File: config.mk
export PLATFORM = sky130hd
export DESIGN_NAME = crmu_front
export DESIGN_NICKNAME = d
export VERILOG_FILES = /design/src/crmu_pkg.sv /design/src/crmu_front.sv
export SDC_FILE = /design/constraint.sdc
export NUM_CORES = 1
export LEC_CHECK = 0
export ABC_CLOCK_PERIOD_IN_PS = 3310
export BUFFER_PORTS_ARGS = -buffer_cell sky130_fd_sc_hd__buf_2
export CAP_MARGIN = 20
export CORE_MARGIN = 1.5
export CORE_UTILIZATION = 46
export CTS_CLUSTER_SIZE = 16
export DETAILED_ROUTE_END_ITERATION = 10
export GPL_ROUTABILITY_DRIVEN = 0
export GPL_TIMING_DRIVEN = 0
export PLACE_DENSITY_LB_ADDON = 0.12
export SYNTH_ARGS = -nofsm -noshare
export SYNTH_HDL_FRONTEND = slang
export SYNTH_SLANG_ARGS = --single-unit
File: constraint.sdc
create_clock -name clk_i -period 3.31 [get_ports clk_i]
set_clock_uncertainty 0.2 [all_clocks]
set_input_delay 0.662 -clock clk_i [delete_from_list [all_inputs] [get_ports clk_i]]
set_output_delay 0.662 -clock clk_i [all_outputs]
set_load 0.1 [all_outputs]
File: src/crmu_pkg.sv
// ----------------------------------------------------------------------------
// crmu_pkg
// Shared types, constants and the divider step of the centroid running mean.
// ----------------------------------------------------------------------------
`default_nettype none

package crmu_pkg;

  localparam int unsigned DIM_DEF       = 64;
  localparam logic [31:0] MAX_COUNT_DEF = 32'd65535;

  localparam int unsigned IDX_W = 10;
  localparam int unsigned POS_W = 11;
  localparam int unsigned CNT_W = 16;

  localparam int unsigned DIV_STAGES = 8;
  localparam int unsigned DIV_BITS   = 4;

  typedef struct packed {
    logic              upd;
    logic              last;
    logic              ovf;
    logic [IDX_W-1:0]  idx;
    logic signed [31:0] x;
    logic [CNT_W-1:0]  n_used;
    logic [CNT_W-1:0]  seen;
  } item_t;

  // four restoring division steps: returns {remainder, shifted word}
  function automatic logic [48:0] div4(logic [16:0] r, logic [31:0] l, logic [16:0] d);
    logic [17:0] t;
    logic [16:0] rr;
    logic [31:0] ll;
    rr = r;
    ll = l;
    for (int i = 0; i < DIV_BITS; i++) begin
      t  = {rr, ll[31]};
      ll = {ll[30:0], 1'b0};
      if (t >= {1'b0, d}) begin
        t     = t - {1'b0, d};
        ll[0] = 1'b1;
      end
      rr = t[16:0];
    end
    return {rr, ll};
  endfunction

endpackage

`default_nettype wire

File: src/crmu_front.sv
// ----------------------------------------------------------------------------
// crmu_front
// Accepts words, tracks position and member count, classifies each word.
// ----------------------------------------------------------------------------
`default_nettype none

module crmu_front #(
  parameter int unsigned DIM       = crmu_pkg::DIM_DEF,
  parameter logic [31:0] MAX_COUNT = crmu_pkg::MAX_COUNT_DEF
) (
  input  wire logic               clk_i,
  input  wire logic               rst_ni,
  input  wire logic               accept_i,
  input  wire logic               kind_i,
  input  wire logic signed [31:0] component_value_i,
  input  wire logic               last_i,
  output crmu_pkg::item_t         item_o
);

  localparam logic [crmu_pkg::CNT_W-1:0] CAP =
    (MAX_COUNT > 32'd65535) ? 16'hFFFF : MAX_COUNT[crmu_pkg::CNT_W-1:0];
  localparam logic [crmu_pkg::POS_W-1:0] DIM_P = crmu_pkg::POS_W'(DIM);

  logic [crmu_pkg::POS_W-1:0] pos_q, pos_d;
  logic [crmu_pkg::CNT_W-1:0] cnt_q, cnt_d;
  logic                       ovf;

  always_comb begin
    ovf = pos_q >= DIM_P;
    cnt_d = kind_i ? cnt_q : '0;
    if (last_i && kind_i && cnt_q < CAP) begin
      cnt_d = cnt_q + 1'b1;
    end
    if (last_i) begin
      pos_d = '0;
    end else if (!ovf) begin
      pos_d = pos_q + 1'b1;
    end else begin
      pos_d = pos_q;
    end
    item_o.upd    = kind_i;
    item_o.last   = last_i;
    item_o.ovf    = ovf;
    item_o.idx    = pos_q[crmu_pkg::IDX_W-1:0];
    item_o.x      = component_value_i;
    item_o.n_used = cnt_q;
    item_o.seen   = cnt_d;
  end

  always_ff @(posedge clk_i or negedge rst_ni) begin
    if (!rst_ni) begin
      pos_q <= '0;
      cnt_q <= '0;
    end else if (accept_i) begin
      pos_q <= pos_d;
      cnt_q <= cnt_d;
    end
  end

endmodule

`default_nettype wire

==> run metrics <==
status=finished, final reports clean; CTS Sinks=27; Post-Synth Simple-Gate Area=0.286; Synth Area in Compound Gates=0.129; period utilization=0.977; VDD IR max=0.251 mV; largest net degree at the start of global routing=28; Critical R2R Launch=cnt_q[8]$_DFFE_PN0P_; Crit. End Element=output port; Final setup viols=0; depth of the most critical reg-to-reg path=7; core box area=4470 sq um; Arrival @ worst endpoint=around 2.4 ns; area growth from synthesis to layout=37.4%; setup_tns=0 ns; total length of routed wires=about 5.4 mm; fin. max-slew vios=0; Worst Setup Start Kind=flop; H-tree depth=1; detailed placer's ending HPWL=4.06 mm; root buffer cell=clkbuf_8; CP max FO=10; global-route usage over all layers=0.214; XOR/XNOR share of the synthesized area=0.0719; Yosys top cell area share=0.308; Post-synth top flop=dfrtp_1; Async SR Flop Fraction=1.00; Inst Count DP=392; chip height=72.0 um; Crit path required time=2.45 ns; LEAKAGE=1.46 nW; register bit total from synthesis=27; MaxCap Viol Count=0; P per Cell Area=321 nW/um^2; cts hold-fix bufs=0; Setup Slack @ Placement=-0.122 ns; via/cell ratio=5.30; Avg WL per Cell=13.5 um; port bufs=81; first-pass GRT wire length=8.94 mm; flop2flop setup slack=slightly above 1 ns; Area contributors post-synth=dfrtp_1 31%, buf_4 15%, and2_1 4.6%, xnor2_1 4.0%, nor3_1 3.4%; Starting Density=0.490; main combinational cell family by area after synthesis=simple AND/OR/NAND/NOR gates; # diodes=0; io pins=114; vias in the first global route=1890; Layout Nets=390; synth unique cells=49; row count=24; maximum clock rate=around 310 MHz; Setup WS post-layout=0.0778 ns; die area=between 5000 and 6000 sq um; sequential area share after synthesis=0.308; minimum clock period after layout=3.23 ns; # DRC=0; Synth Warn #=0; Die Width=72.0 um; Slew headroom=0.585; post-synthesis cell type with the largest combined area=dfrtp_1; Cells after Synth=259; DRT antenna net count=0; layout cells sized above 1=0.527; gr ovfl total=0; worst slew pin tran=0.617 ns; clk_lat worst skew=0.28 ns; initial antenna violation count=0; syn nets=299; initial drt markers=170; worst setup path start=cnt_q[1]$_DFFE_PN0P_; detailed-route via count=2125; Post-synth EDFFs=0; drt pass-1 iters=4; Hold Vio Cnt, Final=0; mux cell area share after synthesis=0; Hold Crit Class=in2async; CTS clk-pin slew, worst paths=0.10 ns; Crit Path Class=reg2out; Post-Synth Adder-Cell Area=0.0171; hold_ws=0.176 ns; total clock buffers created by CTS=3; Synth Cell Area=2190 sq um; Finished Layout Cells=401; worst r2r dst=cnt_q[14]$_DFFE_PN0P_; CTS tree=done; maximum buffer depth of the clock tree=2; Syn Area/Cell=8.46 sq um
-- cell families after synthesis --
group | count (synthesis)
fa+ha+maj | 3
compound gates | 39
buf+inv | 61
xor+xnor | 18
simple gates | 111
flops | 27
-- what timing repair did --
item / CTS / global route
setup endpoints to repair: 16 / 15
setup buffers: 4 / 2
resized for setup: 23 / 4
pin swaps: 2 / 2
-- cell usage after synthesis (2+ instances only) --
cell type   n
buf_4      45
dfrtp_1    27
and2_1     16
nand2_1    16
nor3_1     15
nor2_1     13
nand3_1    12
xnor2_1    10
o21ai_1     9
nand4_1     8
xor2_1      8
and3_1      6
buf_2       5
clkbuf_1    5
o31ai_1     5
inv_1       4
o21ai_0     4
or3_1       4
a21boi_1    3
and4_1      3
ha_1        3
nand2b_1    3
nand3_2     3
nor2b_1     3
a21o_1      2
nor4_1      2
o2111a_1    2
o21a_1      2
-- how the worst max path moves through the flow --
stage          slack (ns)  cells after the start         end
6_report             0.08                      9   item_o[0]
4_1_cts              0.01                      8   item_o[4]
2_1_floorplan       -0.04                      8   item_o[1]
5_1_grt            -0.008                      7  item_o[12]
3_5_place_dp        -0.12                      6  item_o[14]
3_3_place_gp        -0.14                      6  item_o[14]
-- worst max-delay path, cell delays in order, from the launching register on --
cell	delay, ns
dfrtp_4	0.44
ha_4	0.16
nand3_4	0.11
or4_4	0.53
buf_6	0.16
buf_6	0.14
nand2_4	0.07
xnor2_1	0.10
and2_2	0.16
buf_6	0.22
-- report_power, final --
part / switching [mW] / internal, mW
logic: 0.322 / 0.0891
clock network: 0.113 / 0.0857
registers: 0.0155 / 0.341
total: 0.451 / 0.516
-- area by class of cell --
class | count | area (sq um)
buffer | 56 | 415
clock buffer | 3 | 41.3
clock inverter | 1 | 7.51
fill | 397 | 1460
inverter | 4 | 15.0
multi-input combinational | 171 | 1230
sequential | 27 | 726
tap | 52 | 65.1
timing repair buffer | 87 | 515
-- placed cells by master, fill, tap and decap left out, types with 2 or more instances in the layout --
master and instances:
o21a_1 2, and3_1 6, xnor2_1 10, o21ai_1 9, dfrtp_4 12, buf_4 57
nand2b_1 3, clkbuf_1 4, nor3_1 14, dfrtp_2 4, buf_6 8, nand4_1 8
ha_1 2, nor2b_1 3, nand2_1 15, inv_1 4, clkbuf_8 3, xor2_1 8
a21boi_4 4, buf_2 70, nand3_2 3, a21o_1 2, nor4_1 2, nor2_1 12
or3_1 4, nand3_1 11, and2_2 5, and2_1 10, and4_1 3, o2111a_1 2
dfrtp_1 11, o21ai_0 3, o31ai_1 5
-- state kept, by name, summed over array words and instances, names as in the netlist --
signal and cells:
cnt_q 16, pos_q 11
-- layer usage --
metal  GRT usage  wire length (um)  vias to the layer above
met5           0                 0                        -
met4      0.0294                35                        0
met3      0.0222               409                        7
met2       0.357              2470                      116
met1       0.310              2510                      959
li1            -                 -                     1043
-- stage by stage --
step | util | power, mW | cell area, sq um
detailed placement | 0.635 | 0.770 | 2840
finish | 0.673 | 0.967 | 3010
global placement | 0.635 | 0.767 | 2840
floorplan | - | 0.714 | 2370
CTS | 0.668 | 0.971 | 2990
global route | 0.673 | 0.998 | 3010
Power figures use the tool's default switching activity.
