--- config.mk ---
export PLATFORM = sky130hd
export DESIGN_NAME = crmu_fifo
export DESIGN_NICKNAME = d
export VERILOG_FILES = /design/src/crmu_pkg.sv /design/src/crmu_fifo.sv
export SDC_FILE = /design/constraint.sdc
export NUM_CORES = 1
export LEC_CHECK = 0
export ABC_AREA = 1
export BUFFER_PORTS_ARGS = -buffer_cell sky130_fd_sc_hd__buf_2
export CAP_MARGIN = 0
export CORE_MARGIN = 2
export CORE_UTILIZATION = 50
export DETAILED_ROUTE_END_ITERATION = 8
export GPL_TIMING_DRIVEN = 1
export PLACE_DENSITY = 0.86
export SYNTH_ARGS = -nofsm -noshare
export SYNTH_HDL_FRONTEND = slang
export SYNTH_SLANG_ARGS = --single-unit
--- constraint.sdc ---
create_clock -name clk_i -period 12.09 [get_ports clk_i]
set_input_delay 1.209 -clock clk_i [delete_from_list [all_inputs] [get_ports clk_i]]
set_output_delay 1.209 -clock clk_i [all_outputs]
set_load 0.05 [all_outputs]
--- src/crmu_pkg.sv ---
// ----------------------------------------------------------------------------
// crmu_pkg
// Shared types, constants and the divider step of the centroid running mean.
// ----------------------------------------------------------------------------
`default_nettype none

package crmu_pkg;

  localparam int unsigned DIM_DEF       = 64;
  localparam logic [31:0] MAX_COUNT_DEF = 32'd65535;

  localparam int unsigned IDX_W = 10;
  localparam int unsigned POS_W = 11;
  localparam int unsigned CNT_W = 16;

  localparam int unsigned DIV_STAGES = 8;
  localparam int unsigned DIV_BITS   = 4;

  typedef struct packed {
    logic              upd;
    logic              last;
    logic              ovf;
    logic [IDX_W-1:0]  idx;
    logic signed [31:0] x;
    logic [CNT_W-1:0]  n_used;
    logic [CNT_W-1:0]  seen;
  } item_t;

  // four restoring division steps: returns {remainder, shifted word}
  function automatic logic [48:0] div4(logic [16:0] r, logic [31:0] l, logic [16:0] d);
    logic [17:0] t;
    logic [16:0] rr;
    logic [31:0] ll;
    rr = r;
    ll = l;
    for (int i = 0; i < DIV_BITS; i++) begin
      t  = {rr, ll[31]};
      ll = {ll[30:0], 1'b0};
      if (t >= {1'b0, d}) begin
        t     = t - {1'b0, d};
        ll[0] = 1'b1;
      end
      rr = t[16:0];
    end
    return {rr, ll};
  endfunction

endpackage

`default_nettype wire

--- src/crmu_fifo.sv ---
// ----------------------------------------------------------------------------
// crmu_fifo
// Two-entry queue between the front and the back.
// ----------------------------------------------------------------------------
`default_nettype none

module crmu_fifo (
  input  wire logic        clk_i,
  input  wire logic        rst_ni,
  input  wire logic        push_i,
  input  crmu_pkg::item_t  item_i,
  input  wire logic        pop_i,
  output logic             full_o,
  output logic             nempty_o,
  output crmu_pkg::item_t  head_o
);

  crmu_pkg::item_t mem_q [2];
  logic            wp_q, rp_q;
  logic [1:0]      cnt_q;

  assign full_o   = cnt_q[1];
  assign nempty_o = cnt_q != 2'd0;
  assign head_o   = mem_q[rp_q];

  always_ff @(posedge clk_i) begin
    if (push_i) begin
      mem_q[wp_q] <= item_i;
    end
  end

  always_ff @(posedge clk_i or negedge rst_ni) begin
    if (!rst_ni) begin
      wp_q  <= 1'b0;
      rp_q  <= 1'b0;
      cnt_q <= 2'd0;
    end else begin
      if (push_i) begin
        wp_q <= ~wp_q;
      end
      if (pop_i) begin
        rp_q <= ~rp_q;
      end
      if (push_i && !pop_i) begin
        cnt_q <= cnt_q + 2'd1;
      end else if (pop_i && !push_i) begin
        cnt_q <= cnt_q - 2'd1;
      end
    end
  end

endmodule

`default_nettype wire

==> results of run 1 <==
-- per-layer routing --
| layer | GRT usage (%) | wire (µm) |
|---|---|---|
| met4 | 6.748 | 140 |
| met1 | 17.74 | 3915 |
| met2 | 28.08 | 5258 |
| met3 | 6.210 | 641 |
| met5 | 0 | 0 |
-- worst register-to-register path: stages, from the launching register on --
cell,delay [ps]
dfrtp_1,430
nor2_4,340
buf_4,780
-- layout make-up --
cell class | instances | area (µm²)
Clock inverter | 12 | 97.59
Clock buffer | 20 | 436.7
Inverter | 7 | 27.53
Timing Repair Buffer | 161 | 810.8
Sequential cell | 158 | 4728
Multi-Input combinational cell | 90 | 1026
Tap cell | 143 | 178.9
Fill cell | 815 | 4113
-- through the flow --
step	area, µm²	hold slack (ps)	setup WS [ps]
after global placement	6771	482.0	9039
after global routing	7306	525.5	8481
after detailed placement	6771	498.3	9040
after CTS	7306	508.7	8591
final	7306	506.9	8603
after floorplan	5839	463.4	7100
-- how the worst min path moves through the flow --
stage	start	to	slack, ps	depth (start not counted)
detailed placement	cnt_q[0]$_DFFE_PN0P_	cnt_q[0]$_DFFE_PN0P_	500	1
finish	cnt_q[0]$_DFFE_PN0P_	cnt_q[0]$_DFFE_PN0P_	510	1
floorplan	wp_q$_DFFE_PN0P_	wp_q$_DFFE_PN0P_	460	1
global route	cnt_q[0]$_DFFE_PN0P_	cnt_q[0]$_DFFE_PN0P_	530	1
CTS	cnt_q[0]$_DFFE_PN0P_	cnt_q[0]$_DFFE_PN0P_	510	1
global placement	cnt_q[0]$_DFFE_PN0P_	cnt_q[0]$_DFFE_PN0P_	480	1
-- registers in the layout, summed over array words and instances (netlist names) --
| register | flops |
|---|---|
| wp_q | 1 |
| cnt_q | 2 |
| rp_q | 1 |
| mem_q | 154 |
-- layout by cell type (no fill, tap or decap), types with 2 or more instances in the layout --
master | netlist | final
inv_1 | 7 | 6
buf_2 | 5 | 159
clkbuf_1 | 0 | 3
clkbuf_16 | 0 | 17
dfrtp_1 | 4 | 3
mux2_2 | 57 | 57
mux2_4 | 20 | 20
nand2_1 | 6 | 6
clkinvlp_4 | 0 | 6
edfxtp_1 | 154 | 154
xor2_1 | 2 | 2
clkinv_1 | 0 | 2
clkinv_2 | 0 | 4
buf_4 | 0 | 2
-- power by group through the flow --
stage / clock network (mW) / registers [mW] / logic (mW)
5_1_grt: 0.511 / 0.826 / 0.798
3_5_place_dp: 0 / 0.823 / 0.773
4_1_cts: 0.488 / 0.813 / 0.775
3_3_place_gp: 0 / 0.815 / 0.768
2_1_floorplan: 0 / 0.771 / 0.676
6_report: 0.478 / 0.810 / 0.768
-- logic make-up after synthesis --
group                      synth area share [%]
xor gates and xnor gates                 0.4501
adders and majority gates                0.2142
buffers and inverters                     1.650
DFF                                       80.91
muxes                                     16.13
and+or+nand+nor                          0.6427
==> results.toml, run 1 <==
[synthesis]
netlist.area_leader.share_pct = 79.19
yosysSeqAreaShare_pct = 80.91
synth_common_cells = "154 x edfxtp_1, 57 x mux2_2, 20 x mux2_4"
synth_edf_count = 154
yosysWarnings = 0
synth_nets = 346
async_reset_ff_share_pct = 2.532
synth_top_area_cell = "edfxtp_1"
yosysMostFrequentCell = "edfxtp_1"
synth_area_leaders = "edfxtp_1 79%, mux2_2 11%, mux2_4 5.1%"
synthFlopType = "edfxtp_1"
avgSynthCellArea_um2 = 22.12
ys_seq_elements = 158
synth_cell_types = 14
syn_area_um2 = 5839
syn-instance-count = 264

[drt]
drc = 0
first_pass_iters = 4
via_per_inst = 4.936
ant_nets = 0
dr_total_vias = 2917
drt_iter0_drc = 124
drt-total-wl_um = 9956
routedWlPerCell_um = 16.85

[cts]
hold_buffers = 0
cts_max_level = 4
cts_tree = "done"
clock_path_buffers = 2
post_cts_resized = 0
cts-root-buf = "clkbuf_16"
clkLatencyLatePin_ps = 410
clk_pin_slew_worst_paths_ps = 60
cts_made_buffers = 17
cts_setup_buffers = 0
cts_sinks = 158

[sta]
hold_viol = 0
slew_violations = 0
setup_viol = 0
fmax_ghz = 0.2868
clock_skew_ps = 12.22
rsz0062_at_grt = "no"
period_share_pct = 28.84
max_slew.worst_pin.slew_ps = 1133
maxSlewHeadroom_pct = 24.45
fin_tns_setup_ps = 0
post-route-min-period_ps = 3487

[power]
total_power_mw = 2.057
pwr-share-comb_pct = 37.4
swShare_pct = 39.82
power_frac_clock_pct = 23.3
power_leakage_nw = 2.832
vdd_drop_max_uv = 224.9
powerDensity_nw_per_um2 = 281.5
power.switching_mw = 0.8191
intPower_mw = 1.238
sequentialPowerShare_pct = 39.4

[worst_setup_path]
path_buf_inv = 1
r2r_slack_ps = 10120
cp.required_ps = 10880
startpoint_type = "flop"
endpoint = "head_o[39]"
crit_chain = "mux2_2, buf_2"
worst-r2r-cell-count = 2
path_max_fanout = 78
crit_family = "flip-flops"
path_class = "reg2out"
r2r-start = "wp_q$_DFFE_PN0P_"
r2r-end = "mem_q[0][44]$_DFFE_PP_"
cp-startpoint = "rp_q$_DFFE_PN0P_"
arrival_ps = 2280
crit_cells = 2
end_kind = "output pin"
critPathSlowestCell = "dfrtp_4"
critical_path.max_stage_delay_ps = 1150

[grt]
grt_pass1_wl_um = 15100
track_usage_pct = 16.11
grt_pass1_vias = 3107
grt_start_max_net_pins = 79
overflow = 0
grt_antenna_before_repair = 0

[final_layout]
antenna_cells = 0
final_layout_size_suffix_gt1_share_pct = 59.82
fin_nets = 517
final_cells = 591
fin_util_pct = 63.98
area_growth_pct = 25.11

[die]
initial_core_util_pct = 51.14
die_h_um = 112.1
placementRows = 39
io_pins = 160
coreArea_um2 = 11420
die_w_um = 112.1
die_area_um2 = 12560

[hold_path]
hp-class = "reg2reg"

[placed_design]
gp_congestion = 0.6931
dp_cells = 559
hpwl_um = 6293
io_buffers = 159

[job]
maxCapViolations = 0

[run_status]
status = "complete, no violations"
Power figures use the tool's default switching activity.
==> run 2, diff against run 1 <==
--- a/config.mk
+++ b/config.mk
@@ -9,10 +9,10 @@
 export BUFFER_PORTS_ARGS = -buffer_cell sky130_fd_sc_hd__buf_2
 export CAP_MARGIN = 0
 export CORE_MARGIN = 2
-export CORE_UTILIZATION = 50
+export CORE_UTILIZATION = 47
 export DETAILED_ROUTE_END_ITERATION = 8
 export GPL_TIMING_DRIVEN = 1
-export PLACE_DENSITY = 0.86
+export PLACE_DENSITY = 0.85
 export SYNTH_ARGS = -nofsm -noshare
 export SYNTH_HDL_FRONTEND = slang
 export SYNTH_SLANG_ARGS = --single-unit
==> constraint.sdc (replaced) <==
create_clock -name clk_i -period 2.9 [get_ports clk_i]
set_input_delay 0.29 -clock clk_i [delete_from_list [all_inputs] [get_ports clk_i]]
set_output_delay 0.29 -clock clk_i [all_outputs]
set_load 0.05 [all_outputs]
==> run 2 against run 1 <==
Net effect: sequential cell count unchanged; critical path type unchanged; highest routed layer unchanged; first-iteration DRC count up 56%; sequential power rose to 4.0 times the previous value; global-route usage down 0.45 points; die area up 6.2%; core utilization down 1.6 points; critical endpoint is now head_o[70]; via count up 1.4%; clock skew down 4.2 ps; total power rose to 4.4 times the previous value.
==> results.toml, run 2 (synthesized netlist as in run 1, its figures left out) <==
[hold_path]
hp-class = "in2reg"

[die]
io_pins = 160
initial_core_util_pct = 48.41
die_w_um = 115.5
placementRows = 40
die_area_um2 = 13330
die_h_um = 115.5
coreArea_um2 = 12060

[cts]
clk_pin_slew_worst_paths_ps = 60
cts-root-buf = "clkbuf_16"
cts_setup_buffers = 0
cts_max_level = 4
clkLatencyLatePin_ps = 420
clock_path_buffers = 2
cts_sinks = 158
cts_made_buffers = 17
cts_tree = "done"

[worst_setup_path]
r2r-end = "mem_q[1][42]$_DFFE_PP_"
critical_path.max_stage_delay_ps = 690
path_max_fanout = 25
crit_family = "flip-flops"
worst-r2r-cell-count = 3
r2r-start = "wp_q$_DFFE_PN0P_"
r2r_slack_ps = 1300
crit_chain = "buf_4, mux2_2, buf_2"
cp.required_ps = 2610
path_buf_inv = 2
endpoint = "head_o[70]"
cp-startpoint = "rp_q$_DFFE_PN0P_"
startpoint_type = "flop"
path_class = "reg2out"
arrival_ps = 2080
end_kind = "output pin"
critPathSlowestCell = "dfrtp_4"
crit_cells = 3

[sta]
rsz0062_at_grt = "no"
fmax_ghz = 0.4216
setup_viol = 0
period_share_pct = 81.78
clock_skew_ps = 8.015
post-route-min-period_ps = 2372
maxSlewHeadroom_pct = 66.88
fin_tns_setup_ps = 0
hold_viol = 0
max_slew.worst_pin.slew_ps = 496.2
fin_ws_ps = 528.3
slew_violations = 0

[final_layout]
area_growth_pct = 28.76
top_regs = "mem_q (154), cnt_q (2)"
top_register = "mem_q"
final_common_cell = "buf_2"
final_layout_size_suffix_gt1_share_pct = 60.31
layout_common_cells = "159 x buf_2, 154 x edfxtp_1, 57 x mux2_2, 20 x mux2_4, 17 x clkbuf_16"
fin_nets = 520
largest_reg_flops = 154
fin_util_pct = 62.33
antenna_cells = 0

[power]
intPower_mw = 5.637
power.switching_mw = 3.416
powerDensity_nw_per_um2 = 1204
swShare_pct = 37.73
power_frac_clock_pct = 26.8
power_leakage_nw = 2.933
pwr-share-comb_pct = 37.5
sequentialPowerShare_pct = 35.7
vdd_drop_max_uv = 819.1

[placed_design]
hpwl_um = 6580
dpl_worst_slack_ps = 947.9
io_buffers = 159
gp_congestion = 0.6941

[grt]
overflow = 0
grt_antenna_before_repair = 0
grt_pass1_vias = 3154
grt_start_max_net_pins = 78
track_usage_pct = 15.66
grt_pass1_wl_um = 15170

[drt]
top_layer = "met4"
m1WireLength_um = 3879
wl_met3_um = 628
dr_total_vias = 2959
routedWlPerCell_um = 16.13
wl_met2_um = 5288
ant_nets = 0
via_per_inst = 4.780
first_pass_iters = 4
drt-total-wl_um = 9985
drc = 0
drt_iter0_drc = 194

[run_status]
status = "complete, no violations"

[job]
maxCapViolations = 0
## run 2: how the worst min path moves through the flow
stage	startpoint	endpoint	slack, ps	depth (start not counted)
2_1_floorplan	rst_ni	cnt_q[0]$_DFFE_PN0P_	-6	0
6_report	item_i[25]	mem_q[0][25]$_DFFE_PP_	50	1
5_1_grt	item_i[76]	mem_q[0][76]$_DFFE_PP_	40	1
3_3_place_gp	rst_ni	cnt_q[0]$_DFFE_PN0P_	100	1
3_5_place_dp	rst_ni	cnt_q[0]$_DFFE_PN0P_	100	1
4_1_cts	item_i[14]	mem_q[0][14]$_DFFE_PP_	30	1
## run 2: what timing repair did
action	in CTS	in global routing
gates resized for setup	0	0
hold buffers	1	0
endpoints found under the hold margin	4	0
## run 2: final cells by class
type	count	area [µm²]
clock buffer	20	436.7
fill	868	4543
tap	168	210.2
inverter	7	27.53
timing repair buffer	164	873.3
clock inverter	12	216.5
multi-input combinational	90	1026
sequential	158	4728
## run 2: power by group through the flow
| stage | registers [mW] | logic (mW) | clock network, mW |
|---|---|---|---|
| finish | 3.23 | 3.40 | 2.42 |
| global placement | 3.25 | 3.40 | 0 |
| CTS | 3.24 | 3.44 | 2.48 |
| detailed placement | 3.29 | 3.43 | 0 |
| floorplan | 3.20 | 2.82 | 0 |
| global route | 3.28 | 3.55 | 2.57 |
## run 2: layer usage
layer	global-route usage (%)	vias to the layer above
met5	0	-
met4	8.996	0
met3	5.073	15
met2	27.17	118
met1	16.82	1441
li1	-	1385
## run 2: metrics by stage
step / cells / area, µm² / hold slack, ps / power [mW]
final: 619 / 7518 / 52.94 / 9.052
after global routing: 619 / 7518 / 36.08 / 9.409
after CTS: 619 / 7518 / 33.49 / 9.152
after detailed placement: 586 / 6855 / 101.9 / 6.711
after global placement: 586 / 6855 / 100.2 / 6.649
after floorplan: 264 / 5842 / -5.591 / 6.022
## run 2: worst reg2reg max path: cells and delay by family (launching register included)
kind	cells	cell delay (ps)
buffers and inverters	2	780
flip-flops	1	430
AND/OR/NAND/NOR	1	100
